==> config.mk <==
export PLATFORM = sky130hd
export DESIGN_NAME = midi_track_event_parser
export DESIGN_NICKNAME = d
export VERILOG_FILES = /design/src/hw/rtl/mtep_pkg.sv /design/src/hw/rtl/midi_track_event_parser.sv /design/src/hw/rtl/mtep_scale_unit.sv /design/src/hw/rtl/mtep_parser.sv
export SDC_FILE = /design/constraint.sdc
export NUM_CORES = 1
export LEC_CHECK = 0
export ABC_AREA = 1
export BUFFER_PORTS_ARGS = -buffer_cell sky130_fd_sc_hd__clkbuf_2
export CAP_MARGIN = 20
export CORE_MARGIN = 4
export CORE_UTILIZATION = 56
export CTS_CLUSTER_SIZE = 12
export DETAILED_ROUTE_END_ITERATION = 10
export GPL_ROUTABILITY_DRIVEN = 0
export PLACE_DENSITY = 0.77
export SYNTH_ARGS = -nofsm -noshare
export SYNTH_HDL_FRONTEND = slang
export SYNTH_SLANG_ARGS = --single-unit
export TNS_END_PERCENT = 5
==> constraint.sdc <==
create_clock -name aclk -period 4.65 [get_ports aclk]
set_clock_uncertainty 0.2 [all_clocks]
set_input_delay 0.6975 -clock aclk [delete_from_list [all_inputs] [get_ports aclk]]
set_output_delay 0.6975 -clock aclk [all_outputs]
set_load 0.01 [all_outputs]
==> src/hw/rtl/mtep_pkg.sv <==
package mtep_pkg;

    localparam int TIME_WIDTH_DEF = 32;

    localparam logic [1:0] KIND_CHANNEL = 2'd0;
    localparam logic [1:0] KIND_END     = 2'd1;
    localparam logic [1:0] KIND_SEQNUM  = 2'd2;
    localparam logic [1:0] KIND_ERROR   = 2'd3;

    localparam logic [7:0] STATUS_SYSEX    = 8'hF0;
    localparam logic [7:0] STATUS_SYSEX_CT = 8'hF7;
    localparam logic [7:0] STATUS_META     = 8'hFF;
    localparam logic [7:0] META_END        = 8'h2F;
    localparam logic [7:0] META_SEQNUM     = 8'h00;
    localparam logic [3:0] HI_NOTE_OFF     = 4'h8;
    localparam logic [3:0] HI_NOTE_ON      = 4'h9;
    localparam logic [3:0] HI_PROGRAM      = 4'hC;
    localparam logic [3:0] HI_PRESSURE     = 4'hD;
    localparam logic [3:0] HI_SYSTEM       = 4'hF;

    localparam logic REG_FILE_PPQN   = 1'b0;
    localparam logic REG_TARGET_PPQN = 1'b1;
    localparam logic [15:0] FILE_PPQN_RST   = 16'd96;
    localparam logic [15:0] TARGET_PPQN_RST = 16'd192;

    typedef struct packed {
        logic [1:0]  kind;
        logic [7:0]  status;
        logic [7:0]  first;
        logic [7:0]  second;
        logic [1:0]  count;
        logic [15:0] seqv;
        logic        add_one;
    } job_t;

endpackage

==> src/hw/rtl/midi_track_event_parser.sv <==
// Track event parser for Standard MIDI File track data.
// Input channel (s_*): one track chunk byte per beat; s_track_start marks the
// first byte of a track and clears all parse state before that byte is used.
// Result channel (m_*): one event beat for a channel event, end of track,
// sequence number or error; most bytes produce no beat.
// Config (APB): 0x0 file_ppqn, 0x4 target_ppqn; write only while idle.
// A byte that completes no event is taken whenever the unit is idle. A byte that completes
// an event starts the shared shift/add unit: a serial multiply of the event time by
// target_ppqn into a TIME_WIDTH+16 bit product, then restoring division by file_ppqn
// (one quotient bit per cycle). The quotient is held in the unit until the output
// register is free, then the event is loaded there; s_ready is low while the unit works.
// A stalled receiver holds the output register; the next byte is still taken,
// and a further event waits in the unit with s_ready low until m_ready.
// Reset (aresetn low, synchronous) clears parse state and time, drops m_valid
// and restores file_ppqn 96 and target_ppqn 192.
module midi_track_event_parser #(
    parameter int TIME_WIDTH = mtep_pkg::TIME_WIDTH_DEF
) (
    input  logic        aclk,
    input  logic        aresetn,
    input  logic        psel,
    input  logic        penable,
    input  logic        pwrite,
    input  logic [2:0]  paddr,
    input  logic [31:0] pwdata,
    output logic [31:0] prdata,
    output logic        pready,
    input  logic        s_valid,
    output logic        s_ready,
    input  logic [7:0]  s_track_byte,
    input  logic        s_track_start,
    output logic        m_valid,
    input  logic        m_ready,
    output logic [1:0]  m_event_kind,
    output logic [31:0] m_event_time,
    output logic [7:0]  m_status_byte,
    output logic [7:0]  m_first_data,
    output logic [7:0]  m_second_data,
    output logic [1:0]  m_data_count,
    output logic [15:0] m_sequence_value
);
    import mtep_pkg::*;

    logic [15:0]           file_ppqn_reg;
    logic [15:0]           target_ppqn_reg;
    logic                  cfg_write;
    logic                  s_take;
    logic                  ev_fire;
    job_t                  ev_job;
    logic [TIME_WIDTH-1:0] ev_time;
    job_t                  job_reg;
    logic                  unit_busy;
    logic                  unit_done;
    logic [31:0]           unit_quot;
    logic                  load;
    logic                  m_valid_reg;
    job_t                  out_reg;
    logic [31:0]           time_reg;

    assign pready    = 1'b1;
    assign cfg_write = psel && penable && pwrite;
    assign prdata    = {16'd0, (paddr[2] == REG_TARGET_PPQN) ? target_ppqn_reg : file_ppqn_reg};

    always_ff @(posedge aclk) begin
        if (!aresetn) begin
            file_ppqn_reg   <= FILE_PPQN_RST;
            target_ppqn_reg <= TARGET_PPQN_RST;
        end else if (cfg_write) begin
            if (paddr[2] == REG_FILE_PPQN) begin
                file_ppqn_reg <= pwdata[15:0];
            end else begin
                target_ppqn_reg <= pwdata[15:0];
            end
        end
    end

    assign s_ready = !unit_busy;
    assign s_take  = s_valid && s_ready;

    mtep_parser #(.TIME_WIDTH(TIME_WIDTH)) u_parser (
        .aclk     (aclk),
        .aresetn  (aresetn),
        .in_take  (s_take),
        .in_byte  (s_track_byte),
        .in_start (s_track_start),
        .ev_fire  (ev_fire),
        .ev_job   (ev_job),
        .ev_time  (ev_time)
    );

    mtep_scale_unit #(.TIME_WIDTH(TIME_WIDTH)) u_scale (
        .aclk    (aclk),
        .aresetn (aresetn),
        .start   (s_take && ev_fire),
        .time_in (ev_time),
        .mul_in  (target_ppqn_reg),
        .div_in  (file_ppqn_reg),
        .take    (load),
        .busy    (unit_busy),
        .done    (unit_done),
        .quot    (unit_quot)
    );

    always_ff @(posedge aclk) begin
        if (s_take && ev_fire) begin
            job_reg <= ev_job;
        end
    end

    assign load = unit_done && (!m_valid_reg || m_ready);

    always_ff @(posedge aclk) begin
        if (!aresetn) begin
            m_valid_reg <= 1'b0;
        end else if (load) begin
            m_valid_reg <= 1'b1;
        end else if (m_ready) begin
            m_valid_reg <= 1'b0;
        end
        if (load) begin
            out_reg  <= job_reg;
            time_reg <= unit_quot + {31'd0, job_reg.add_one};
        end
    end

    assign m_valid          = m_valid_reg;
    assign m_event_kind     = out_reg.kind;
    assign m_event_time     = time_reg;
    assign m_status_byte    = out_reg.status;
    assign m_first_data     = out_reg.first;
    assign m_second_data    = out_reg.second;
    assign m_data_count     = out_reg.count;
    assign m_sequence_value = out_reg.seqv;

endmodule

==> src/hw/rtl/mtep_scale_unit.sv <==
module mtep_scale_unit #(
    parameter int TIME_WIDTH = mtep_pkg::TIME_WIDTH_DEF
) (
    input  logic                  aclk,
    input  logic                  aresetn,
    input  logic                  start,
    input  logic [TIME_WIDTH-1:0] time_in,
    input  logic [15:0]           mul_in,
    input  logic [15:0]           div_in,
    input  logic                  take,
    output logic                  busy,
    output logic                  done,
    output logic [31:0]           quot
);
    import mtep_pkg::*;

    localparam int PW = TIME_WIDTH + 16;
    localparam int CW = $clog2(PW);
    localparam logic [CW-1:0] MUL_LAST = CW'(15);
    localparam logic [CW-1:0] DIV_LAST = CW'(PW - 1);

    localparam logic [1:0] ST_IDLE = 2'd0;
    localparam logic [1:0] ST_MUL  = 2'd1;
    localparam logic [1:0] ST_DIV  = 2'd2;
    localparam logic [1:0] ST_HOLD = 2'd3;

    logic [1:0]            state_reg, state_next;
    logic [CW-1:0]         cnt_reg, cnt_next;
    logic [TIME_WIDTH-1:0] mcand_reg, mcand_next;
    logic [15:0]           mplier_reg, mplier_next;
    logic [15:0]           divisor_reg, divisor_next;
    logic [15:0]           rem_reg, rem_next;
    logic [PW-1:0]         work_reg, work_next;
    logic [16:0]           shifted;
    logic                  ge;

    assign shifted = {rem_reg, work_reg[PW-1]};
    assign ge      = shifted >= {1'b0, divisor_reg};

    always_comb begin
        state_next   = state_reg;
        cnt_next     = cnt_reg;
        mcand_next   = mcand_reg;
        mplier_next  = mplier_reg;
        divisor_next = divisor_reg;
        rem_next     = rem_reg;
        work_next    = work_reg;
        case (state_reg)
            ST_IDLE: begin
                if (start) begin
                    state_next   = ST_MUL;
                    cnt_next     = '0;
                    mcand_next   = time_in;
                    mplier_next  = mul_in;
                    divisor_next = div_in;
                    rem_next     = '0;
                    work_next    = '0;
                end
            end
            ST_MUL: begin
                work_next   = (work_reg << 1) + (mplier_reg[15] ? PW'(mcand_reg) : '0);
                mplier_next = {mplier_reg[14:0], 1'b0};
                cnt_next    = cnt_reg + 1'b1;
                if (cnt_reg == MUL_LAST) begin
                    state_next = ST_DIV;
                    cnt_next   = '0;
                end
            end
            ST_DIV: begin
                rem_next  = ge ? 16'(shifted - {1'b0, divisor_reg}) : shifted[15:0];
                work_next = {work_reg[PW-2:0], ge};
                cnt_next  = cnt_reg + 1'b1;
                if (cnt_reg == DIV_LAST) begin
                    state_next = ST_HOLD;
                end
            end
            ST_HOLD: begin
                if (take) begin
                    state_next = ST_IDLE;
                end
            end
            default: state_next = ST_IDLE;
        endcase
    end

    always_ff @(posedge aclk) begin
        if (!aresetn) begin
            state_reg <= ST_IDLE;
            cnt_reg   <= '0;
        end else begin
            state_reg <= state_next;
            cnt_reg   <= cnt_next;
        end
        mcand_reg   <= mcand_next;
        mplier_reg  <= mplier_next;
        divisor_reg <= divisor_next;
        rem_reg     <= rem_next;
        work_reg    <= work_next;
    end

    assign busy = state_reg != ST_IDLE;
    assign done = state_reg == ST_HOLD;
    assign quot = (divisor_reg == '0) ? '1 : work_reg[31:0];

endmodule

==> src/hw/rtl/mtep_parser.sv <==
module mtep_parser #(
    parameter int TIME_WIDTH = mtep_pkg::TIME_WIDTH_DEF
) (
    input  logic                  aclk,
    input  logic                  aresetn,
    input  logic                  in_take,
    input  logic [7:0]            in_byte,
    input  logic                  in_start,
    output logic                  ev_fire,
    output mtep_pkg::job_t        ev_job,
    output logic [TIME_WIDTH-1:0] ev_time
);
    import mtep_pkg::*;

    localparam logic [3:0] PH_DELTA     = 4'd0;
    localparam logic [3:0] PH_STATUS    = 4'd1;
    localparam logic [3:0] PH_DATA1     = 4'd2;
    localparam logic [3:0] PH_DATA2     = 4'd3;
    localparam logic [3:0] PH_ONE       = 4'd4;
    localparam logic [3:0] PH_META_TYPE = 4'd5;
    localparam logic [3:0] PH_META_LEN  = 4'd6;
    localparam logic [3:0] PH_SYSEX_LEN = 4'd7;
    localparam logic [3:0] PH_SKIP      = 4'd8;
    localparam logic [3:0] PH_SEQ_HI    = 4'd9;
    localparam logic [3:0] PH_SEQ_LO    = 4'd10;
    localparam logic [3:0] PH_DONE      = 4'd11;
    localparam logic [3:0] PH_ERROR     = 4'd12;

    logic [3:0]            phase_reg, phase_next;
    logic [7:0]            status_reg, status_next;
    logic [TIME_WIDTH-1:0] time_reg, time_next;
    logic [31:0]           qacc_reg, qacc_next;
    logic                  dzero_reg, dzero_next;
    logic [7:0]            held_reg, held_next;
    logic [7:0]            meta_reg, meta_next;
    logic [31:0]           skip_reg, skip_next;
    logic [7:0]            seqhi_reg, seqhi_next;

    function automatic job_t chan_job(input logic [7:0] st, input logic [7:0] d0,
                                      input logic [7:0] d1, input logic [1:0] cnt);
        job_t j;
        j         = '0;
        j.kind    = KIND_CHANNEL;
        j.status  = st;
        if (cnt == 2'd2 && st[7:4] == HI_NOTE_ON && d1 == 8'd0) begin
            j.status = {HI_NOTE_OFF, st[3:0]};
        end
        j.first   = d0;
        j.second  = d1;
        j.count   = cnt;
        return j;
    endfunction

    function automatic job_t seq_job(input logic [15:0] v);
        job_t j;
        j        = '0;
        j.kind   = KIND_SEQNUM;
        j.status = STATUS_META;
        j.seqv   = v;
        return j;
    endfunction

    always_comb begin
        logic [3:0]            ph;
        logic [7:0]            cur;
        logic [TIME_WIDTH-1:0] t;
        logic [31:0]           q;
        logic [31:0]           q_acc;
        logic [31:0]           skip;
        logic [31:0]           skip_dec;
        logic                  vlast;
        logic                  running;
        logic [7:0]            st;

        ph       = in_start ? PH_DELTA : phase_reg;
        cur      = in_start ? 8'd0 : status_reg;
        t        = in_start ? '0 : time_reg;
        q        = in_start ? 32'd0 : qacc_reg;
        skip     = in_start ? 32'd0 : skip_reg;
        skip_dec = skip - 32'd1;
        q_acc    = {q[24:0], in_byte[6:0]};
        vlast    = !in_byte[7];
        running  = !in_byte[7];
        st       = running ? cur : in_byte;

        phase_next  = ph;
        status_next = cur;
        time_next   = t;
        qacc_next   = q;
        dzero_next  = in_start ? 1'b0 : dzero_reg;
        held_next   = in_start ? 8'd0 : held_reg;
        meta_next   = in_start ? 8'd0 : meta_reg;
        skip_next   = skip;
        seqhi_next  = in_start ? 8'd0 : seqhi_reg;
        ev_fire     = 1'b0;
        ev_job      = '0;

        case (ph)
            PH_DELTA: begin
                qacc_next = q_acc;
                if (vlast) begin
                    dzero_next = q_acc == 32'd0;
                    phase_next = PH_STATUS;
                end
            end
            PH_STATUS: begin
                time_next = t + TIME_WIDTH'(q);
                if (st[7] && st[7:4] != HI_SYSTEM) begin
                    status_next = st;
                    if (st[7:4] == HI_PROGRAM || st[7:4] == HI_PRESSURE) begin
                        if (running) begin
                            ev_fire    = 1'b1;
                            ev_job     = chan_job(st, in_byte, 8'd0, 2'd1);
                            phase_next = PH_DELTA;
                            qacc_next  = '0;
                        end else begin
                            phase_next = PH_ONE;
                        end
                    end else if (running) begin
                        held_next  = in_byte;
                        phase_next = PH_DATA2;
                    end else begin
                        phase_next = PH_DATA1;
                    end
                end else if (st == STATUS_SYSEX || st == STATUS_SYSEX_CT) begin
                    status_next = 8'd0;
                    qacc_next   = '0;
                    phase_next  = PH_SYSEX_LEN;
                end else if (st == STATUS_META) begin
                    status_next = 8'd0;
                    phase_next  = PH_META_TYPE;
                end else begin
                    phase_next    = PH_ERROR;
                    ev_fire       = 1'b1;
                    ev_job.kind   = KIND_ERROR;
                    ev_job.status = st;
                end
            end
            PH_DATA1: begin
                held_next  = in_byte;
                phase_next = PH_DATA2;
            end
            PH_DATA2: begin
                ev_fire    = 1'b1;
                ev_job     = chan_job(cur, held_reg, in_byte, 2'd2);
                phase_next = PH_DELTA;
                qacc_next  = '0;
            end
            PH_ONE: begin
                ev_fire    = 1'b1;
                ev_job     = chan_job(cur, in_byte, 8'd0, 2'd1);
                phase_next = PH_DELTA;
                qacc_next  = '0;
            end
            PH_META_TYPE: begin
                meta_next  = in_byte;
                qacc_next  = '0;
                phase_next = PH_META_LEN;
            end
            PH_META_LEN: begin
                qacc_next = q_acc;
                if (vlast) begin
                    if (meta_reg == META_END) begin
                        phase_next     = PH_DONE;
                        ev_fire        = 1'b1;
                        ev_job.kind    = KIND_END;
                        ev_job.status  = STATUS_META;
                        ev_job.first   = META_END;
                        ev_job.add_one = dzero_reg;
                    end else if (meta_reg == META_SEQNUM && q_acc == 32'd0) begin
                        ev_fire    = 1'b1;
                        ev_job     = seq_job(16'd0);
                        phase_next = PH_DELTA;
                        qacc_next  = '0;
                    end else if (meta_reg == META_SEQNUM) begin
                        skip_next  = q_acc;
                        phase_next = PH_SEQ_HI;
                    end else if (q_acc == 32'd0) begin
                        phase_next = PH_DELTA;
                        qacc_next  = '0;
                    end else begin
                        skip_next  = q_acc;
                        phase_next = PH_SKIP;
                    end
                end
            end
            PH_SYSEX_LEN: begin
                qacc_next = q_acc;
                if (vlast) begin
                    if (q_acc == 32'd0) begin
                        phase_next = PH_DELTA;
                        qacc_next  = '0;
                    end else begin
                        skip_next  = q_acc;
                        phase_next = PH_SKIP;
                    end
                end
            end
            PH_SKIP: begin
                skip_next = skip_dec;
                if (skip_dec == 32'd0) begin
                    phase_next = PH_DELTA;
                    qacc_next  = '0;
                end
            end
            PH_SEQ_HI: begin
                seqhi_next = in_byte;
                skip_next  = skip_dec;
                if (skip_dec == 32'd0) begin
                    ev_fire    = 1'b1;
                    ev_job     = seq_job({8'd0, in_byte});
                    phase_next = PH_DELTA;
                    qacc_next  = '0;
                end else begin
                    phase_next = PH_SEQ_LO;
                end
            end
            PH_SEQ_LO: begin
                skip_next = skip_dec;
                ev_fire   = 1'b1;
                ev_job    = seq_job({seqhi_reg, in_byte});
                if (skip_dec == 32'd0) begin
                    phase_next = PH_DELTA;
                    qacc_next  = '0;
                end else begin
                    phase_next = PH_SKIP;
                end
            end
            default: begin
            end
        endcase
    end

    assign ev_time = time_next;

    always_ff @(posedge aclk) begin
        if (!aresetn) begin
            phase_reg  <= PH_DELTA;
            status_reg <= '0;
            time_reg   <= '0;
            qacc_reg   <= '0;
            dzero_reg  <= 1'b0;
            held_reg   <= '0;
            meta_reg   <= '0;
            skip_reg   <= '0;
            seqhi_reg  <= '0;
        end else if (in_take) begin
            phase_reg  <= phase_next;
            status_reg <= status_next;
            time_reg   <= time_next;
            qacc_reg   <= qacc_next;
            dzero_reg  <= dzero_next;
            held_reg   <= held_next;
            meta_reg   <= meta_next;
            skip_reg   <= skip_next;
            seqhi_reg  <= seqhi_next;
        end
    end

endmodule

==> Yosys cells after proc, flatten, opt, wreduce, memory -nomap -nowiden <==
Index checks and enable logic that the tools add are counted.
W data, S select, Z words.
{ "totals": {"regBits": 423, "elab_cells": 210} }
{ "op_classes": {"n_addsub": 6, "n_lt_le_gt_ge": 1, "eq_ne": 27, "n_mux": 102, "bitwise_logic": 1, "n_reduce_logical": 40} }
{ "op_table": {"columns": ["op", "count"], "rows": [
  ["$mux W32", 23],
  ["$pmux W45 S6", 1],
  ["$pmux W32 S6", 1],
  ["$mux W45", 4],
  ["$pmux W48 S3", 1],
  ["$mux W8", 14],
  ["$pmux W32 S3", 1],
  ["$logic_not A32 Y1", 2],
  ["$mux W16", 4],
  ["$pmux W16 S2", 2],
  ["$mux W4", 15],
  ["$add A48 B48 Y48", 1],
  ["$mux W48", 1],
  ["$mux W43", 1],
  ["$pmux W4 S10", 1],
  ["$mux W35", 1],
  ["$add A32 B1 Y32", 1],
  ["$add A32 B32 Y32", 1],
  ["$sub A32 B1 Y32 const B", 1],
  ["$mux W10", 3],
  ["$mux W26", 1],
  ["$eq A4 B4 Y1 const B", 6],
  ["$eq A8 B8 Y1 const B", 3],
  ["$mux W18", 1],
  ["35 further kinds", 87]
]} }

==> Logic depth before layout (Yosys ltp) <==
{ "logic_depth": {"depth_word": 10, "depth_mapped": 23, "mapped_depth_nobuf": 20} }

==> Cells and area by module <==
Synthesis repeated with hierarchy kept, for this count alone.
{ "hier_totals": {"hier_cells": 4076, "hier_area_um2": 27971.8} }
{ "modules_own_cells": {"columns": ["mod", "instances", "cells_per_inst", "area_per_inst_um2", "seq_area_each_um2"], "rows": [
  ["mtep_parser", 1, 2190, 12091.6, 2662.6],
  ["mtep_scale_unit", 1, 1365, 9825.7, 4003.8],
  ["midi_track_event_parser", 1, 521, 6054.6, 4294.1]
]} }

==> Worst setup path before layout <==
OpenSTA, ideal clock, no wires.
{ "synth_path": {"path_type": "in2reg", "from": "input port m_ready", "to": "register out_reg (netlist bit m_data_count[0]) (enable)", "setup_time_ps": 535, "arrival_time_ps": 4399, "required_time_ps": 3915, "setup_slack_ps": -484, "path_stages": 2, "path_buffers": 0, "cell_sequence": "inv_1 -> a21oi_1"} }
{ "synth_between": {"elab_chain_cells": 2} }
{ "synth_rtl": {"columns": ["item", "line_no", "text"], "rows": [
  ["start: declaration", "midi_track_event_parser.sv:33", "input logic m_ready,"],
  ["$logic_or A1 B1 Y1", "midi_track_event_parser.sv:110", "assign load = unit_done && (!m_valid_reg || m_ready);"],
  ["$logic_and A1 B1 Y1", "midi_track_event_parser.sv:110", null],
  ["net load", "midi_track_event_parser.sv:55", "logic load;"],
  ["end signal: assignment", "midi_track_event_parser.sv:121", "out_reg <= job_reg;"],
  ["end: declaration", "midi_track_event_parser.sv:57", "job_t out_reg;"]
]} }
The timed path passes the listed nets, and every way through them passes these cells.
A chain may end at the register's enable or synchronous reset.

==> Final worst setup path <==
{ "layout_path": {"from": "register u_scale.mplier_reg[15]", "to": "register u_scale.work_reg[44] (data pin)"} }
{ "layout_between": {"elab_chain_cells": 3} }
{ "layout_rtl": {"columns": ["item", "line_no", "text"], "rows": [
  ["start: declaration", "mtep_scale_unit.sv:30", "logic [15:0] mplier_reg, mplier_next;"],
  ["start signal: assignment", "mtep_scale_unit.sv:95", "mplier_reg <= mplier_next;"],
  ["$mux W32", "mtep_scale_unit.sv:61", "work_next = (work_reg << 1) + (mplier_reg[15] ? PW'(mcand_reg) : '0);"],
  ["$add A48 B48 Y48", "mtep_scale_unit.sv:61", null],
  ["$pmux W48 S3", "mtep_scale_unit.sv:48", "case (state_reg)"],
  ["net u_scale.work_next[44]", "mtep_scale_unit.sv:33", "logic [PW-1:0] work_reg, work_next;"],
  ["end signal: assignment", "mtep_scale_unit.sv:98", "work_reg <= work_next;"],
  ["end: declaration", "mtep_scale_unit.sv:33", null]
]} }
The timed path passes the listed nets, and every way through them passes these cells.

==> impl_metrics.json <==
{
  "r2r-end": "u_scale.work_reg[44]",
  "yosys.cell_types.count": 59,
  "htree_levels": 2,
  "initial_utilization": 0.568,
  "ys_ff_latch": 423,
  "largest_reg_flops": 48,
  "min_path_cells": 3,
  "dp_worst_setup_slack_ns": 0.315,
  "worstSetupStartpointType": "flop",
  "drtAntennaViolNets": 0,
  "synth_top_family_by_area": "simple AND/OR/NAND/NOR gates",
  "drt-pass1-iter-count": 6,
  "crit_type": "reg -> reg",
  "finalSetupTns_ns": 0,
  "reg2reg_from": "u_scale.mplier_reg[15]",
  "syn_avg_cell_area_um2": 7.49,
  "grt_overflow": 0,
  "die_y_um": 223,
  "post_cts_buffers": 0,
  "fp.dieW_um": 223,
  "fin_crit_sh": 0.836,
  "vias": 23300,
  "endpoint_kind": "flop",
  "cts_num_sinks": 423,
  "cts_tree": "yes",
  "area_growth_syn_to_layout_pct": 10.4,
  "cts_hold_buf": 0,
  "grt_pass1_wl_um": 107000,
  "syn_inst": 3451,
  "die-area_mm2": 0.0496,
  "drc": 0,
  "ios": 162,
  "fin_ws_ns": 0.763,
  "hpwlAfterDp_um": 47100,
  "rows": 78,
  "grt_pass1_vias": 21300,
  "max_freq_ghz": 0.257,
  "core-area_mm2": 0.0455,
  "routed_via_density": 5.58,
  "rrSetupSlack_ns": 0.76,
  "grt_max_degree": 105,
  "synthMuxAreaShare": 0,
  "clockBufferDepth": 3,
  "setup_viol": 0,
  "reg2reg_depth": 13,
  "synth-edff-count": 249,
  "clock-root-buffer": "clkbuf_16",
  "hold_viol": 0,
  "synthFlopType": "edfxtp_1",
  "ys_warn_count": 0,
  "cp.arrival_ns": 4.02,
  "antenna_found_initial": 0,
  "antenna_cells": 0,
  "fin_nets": 3682,
  "yosysSeqAreaShare": 0.424,
  "min_period_ns": 3.89,
  "async_flop_share": 0,
  "grtUsageTotal": 0.255,
  "hold_end": "target_ppqn_reg[7]",
  "leakagePower_nw": 12.7,
  "drtIter0Drc": 2199,
  "timing.hold.ws_ns": 0.139,
  "synth_compound_area_frac": 0.171,
  "drt-total-wl_um": 65700,
  "synth.cell_area_mm2": 0.0258,
  "synthSimpleGateAreaFrac": 0.246,
  "wl_per_cell_um": 15.7,
  "cts_resized": 0,
  "crit_fanout": 32,
  "synthXorXnorAreaFrac": 0.0224,
  "min_from": "pwdata[7]",
  "outcome": "complete, no violations",
  "vdd_drop_max_uv": 348,
  "drive_gt1_frac": 0.102,
  "clk_pin_slew_ns": 0.06,
  "required_ns": 4.79,
  "clkLatencyLatePin_ns": 0.60,
  "yosys.area_share.adder": 0.0445,
  "rsz0062_at_grt": "no",
  "drv_cap": 0,
  "portBuffers": 126,
  "max-slew-margin-rel": 0.262,
  "power_density_mw_per_mm2": 441,
  "total_power_w": 0.0126,
  "hold_path.class": "in -> reg",
  "maxSlewViolCount": 0,
  "cts_buffers": 46,
  "tightest_slew_ns": 1.11
}
## cell families after synthesis
family	after synthesis
fa+ha+maj	90
xor+xnor	66
flops	423
buf+inv	587
compound gates	789
simple gates	1494
other cells	2
## cell type report
type                    count  area [µm²]
fillers                  4063       17000
multi-input cells        2456       12600
flip-flops and latches    423       11000
inverters                 442        1660
clock buffers              70        1330
repair buffers            172        1030
well taps                 600         751
clock inverters            15         220
## power by group
group / total, W / switching, W / internal [W]
combinational: 0.00394 / 0.00268 / 0.00125
sequential: 0.00489 / 0.000365 / 0.00453
clock: 0.00374 / 0.00153 / 0.00221
## cell usage after synthesis (10+ instances only)
cell type | instances | share of area
edfxtp_1 | 249 | 0.29
inv_1 | 427 | 0.062
clkbuf_1 | 87 | 0.013
xor2_1 | 45 | 0.015
buf_1 | 15 | 0.0022
a41oi_1 | 12 | 0.0041
nand2_1 | 816 | 0.12
buf_4 | 18 | 0.0052
nor2_4 | 10 | 0.0044
o21ai_1 | 13 | 0.0025
or2_2 | 20 | 0.0048
nand4_1 | 34 | 0.0082
o21ai_2 | 17 | 0.0058
nor3_1 | 28 | 0.0054
a21o_1 | 18 | 0.0052
a21oi_1 | 330 | 0.064
nor2_1 | 362 | 0.053
nand3_1 | 135 | 0.026
buf_2 | 14 | 0.0027
nand2_2 | 28 | 0.0068
xnor2_1 | 21 | 0.0071
o21a_1 | 11 | 0.0032
nor4_1 | 14 | 0.0034
ha_1 | 87 | 0.042
nor2_2 | 21 | 0.0051
a31oi_1 | 26 | 0.0063
o211ai_1 | 31 | 0.0090
o21bai_1 | 14 | 0.0041
dfxtp_1 | 174 | 0.13
o21ai_0 | 273 | 0.053
nand2_4 | 10 | 0.0044
## metal layers
layer | share of wire | GRT usage | up-vias
met5 | 0 | 0 | -
met4 | 0.025 | 0.0730 | 0
met3 | 0.081 | 0.0387 | 131
met2 | 0.45 | 0.412 | 937
met1 | 0.44 | 0.360 | 10600
li1 | - | - | 11600
## how the worst max path moves through the flow
stage                                start               endpoint  slack, ns  cells past startpoint
floorplan                    s_track_start  u_scale.mcand_reg[20]       0.58                     19
global placement             s_track_start    u_scale.work_reg[7]       0.36                     17
detailed placement           s_track_start    u_scale.work_reg[3]       0.32                     17
CTS                 u_scale.mplier_reg[15]   u_scale.work_reg[44]       0.85                     13
global route        u_scale.mplier_reg[15]   u_scale.work_reg[41]       0.47                     19
finish              u_scale.mplier_reg[15]   u_scale.work_reg[44]       0.76                     13
## placed cells by master (no fill, tap or decap), types with 7 or more instances in the layout
cell / netlist / routed
nand3_1: 135 / 135
nor2_1: 362 / 362
o21ai_0: 273 / 271
nand2_4: 10 / 11
clkinv_1: 7 / 11
buf_4: 18 / 43
a211oi_1: 7 / 7
or2_2: 20 / 20
nand4_1: 34 / 34
dfxtp_1: 174 / 174
o21a_1: 11 / 11
a41oi_1: 12 / 12
nand2_2: 28 / 28
ha_1: 87 / 86
nor3_1: 28 / 28
a21o_1: 18 / 18
conb_1: 2 / 17
inv_2: 8 / 8
nor2_4: 10 / 10
o221ai_1: 8 / 8
o21ai_2: 17 / 17
clkbuf_16: 0 / 49
inv_1: 427 / 424
o211ai_1: 31 / 31
o21ai_1: 13 / 15
a31oi_1: 26 / 26
o21bai_1: 14 / 14
nor4_1: 14 / 14
nor2_2: 21 / 21
clkbuf_2: 2 / 125
xnor2_1: 21 / 21
clkbuf_1: 87 / 19
xor2_1: 45 / 45
edfxtp_1: 249 / 249
a21oi_1: 330 / 329
nand2_1: 816 / 815
## critical path, stage by stage, from the launching register on
cell	delay (ns)
edfxtp_1	0.94
nand2_1	0.14
inv_1	0.09
ha_1	0.26
a21oi_1	0.11
o21ai_0	0.26
a21o_1	0.17
a21oi_1	0.11
o21ai_0	0.53
nand3_1	0.14
nand2_1	0.23
nand4_1	0.16
o21ai_0	0.20
a21oi_1	0.08
## stage by stage
| stage | instances | area (µm²) | utilization |
|---|---|---|---|
| 3_5_place_dp | 4093 | 27000 | 0.593 |
| 6_report | 4178 | 28500 | 0.627 |
| 3_3_place_gp | 4093 | 27000 | 0.593 |
| 2_1_floorplan | 3466 | 25900 | - |
| 5_1_grt | 4178 | 28500 | 0.627 |
| 4_1_cts | 4178 | 28500 | 0.627 |
Power figures use the tool's default switching activity.
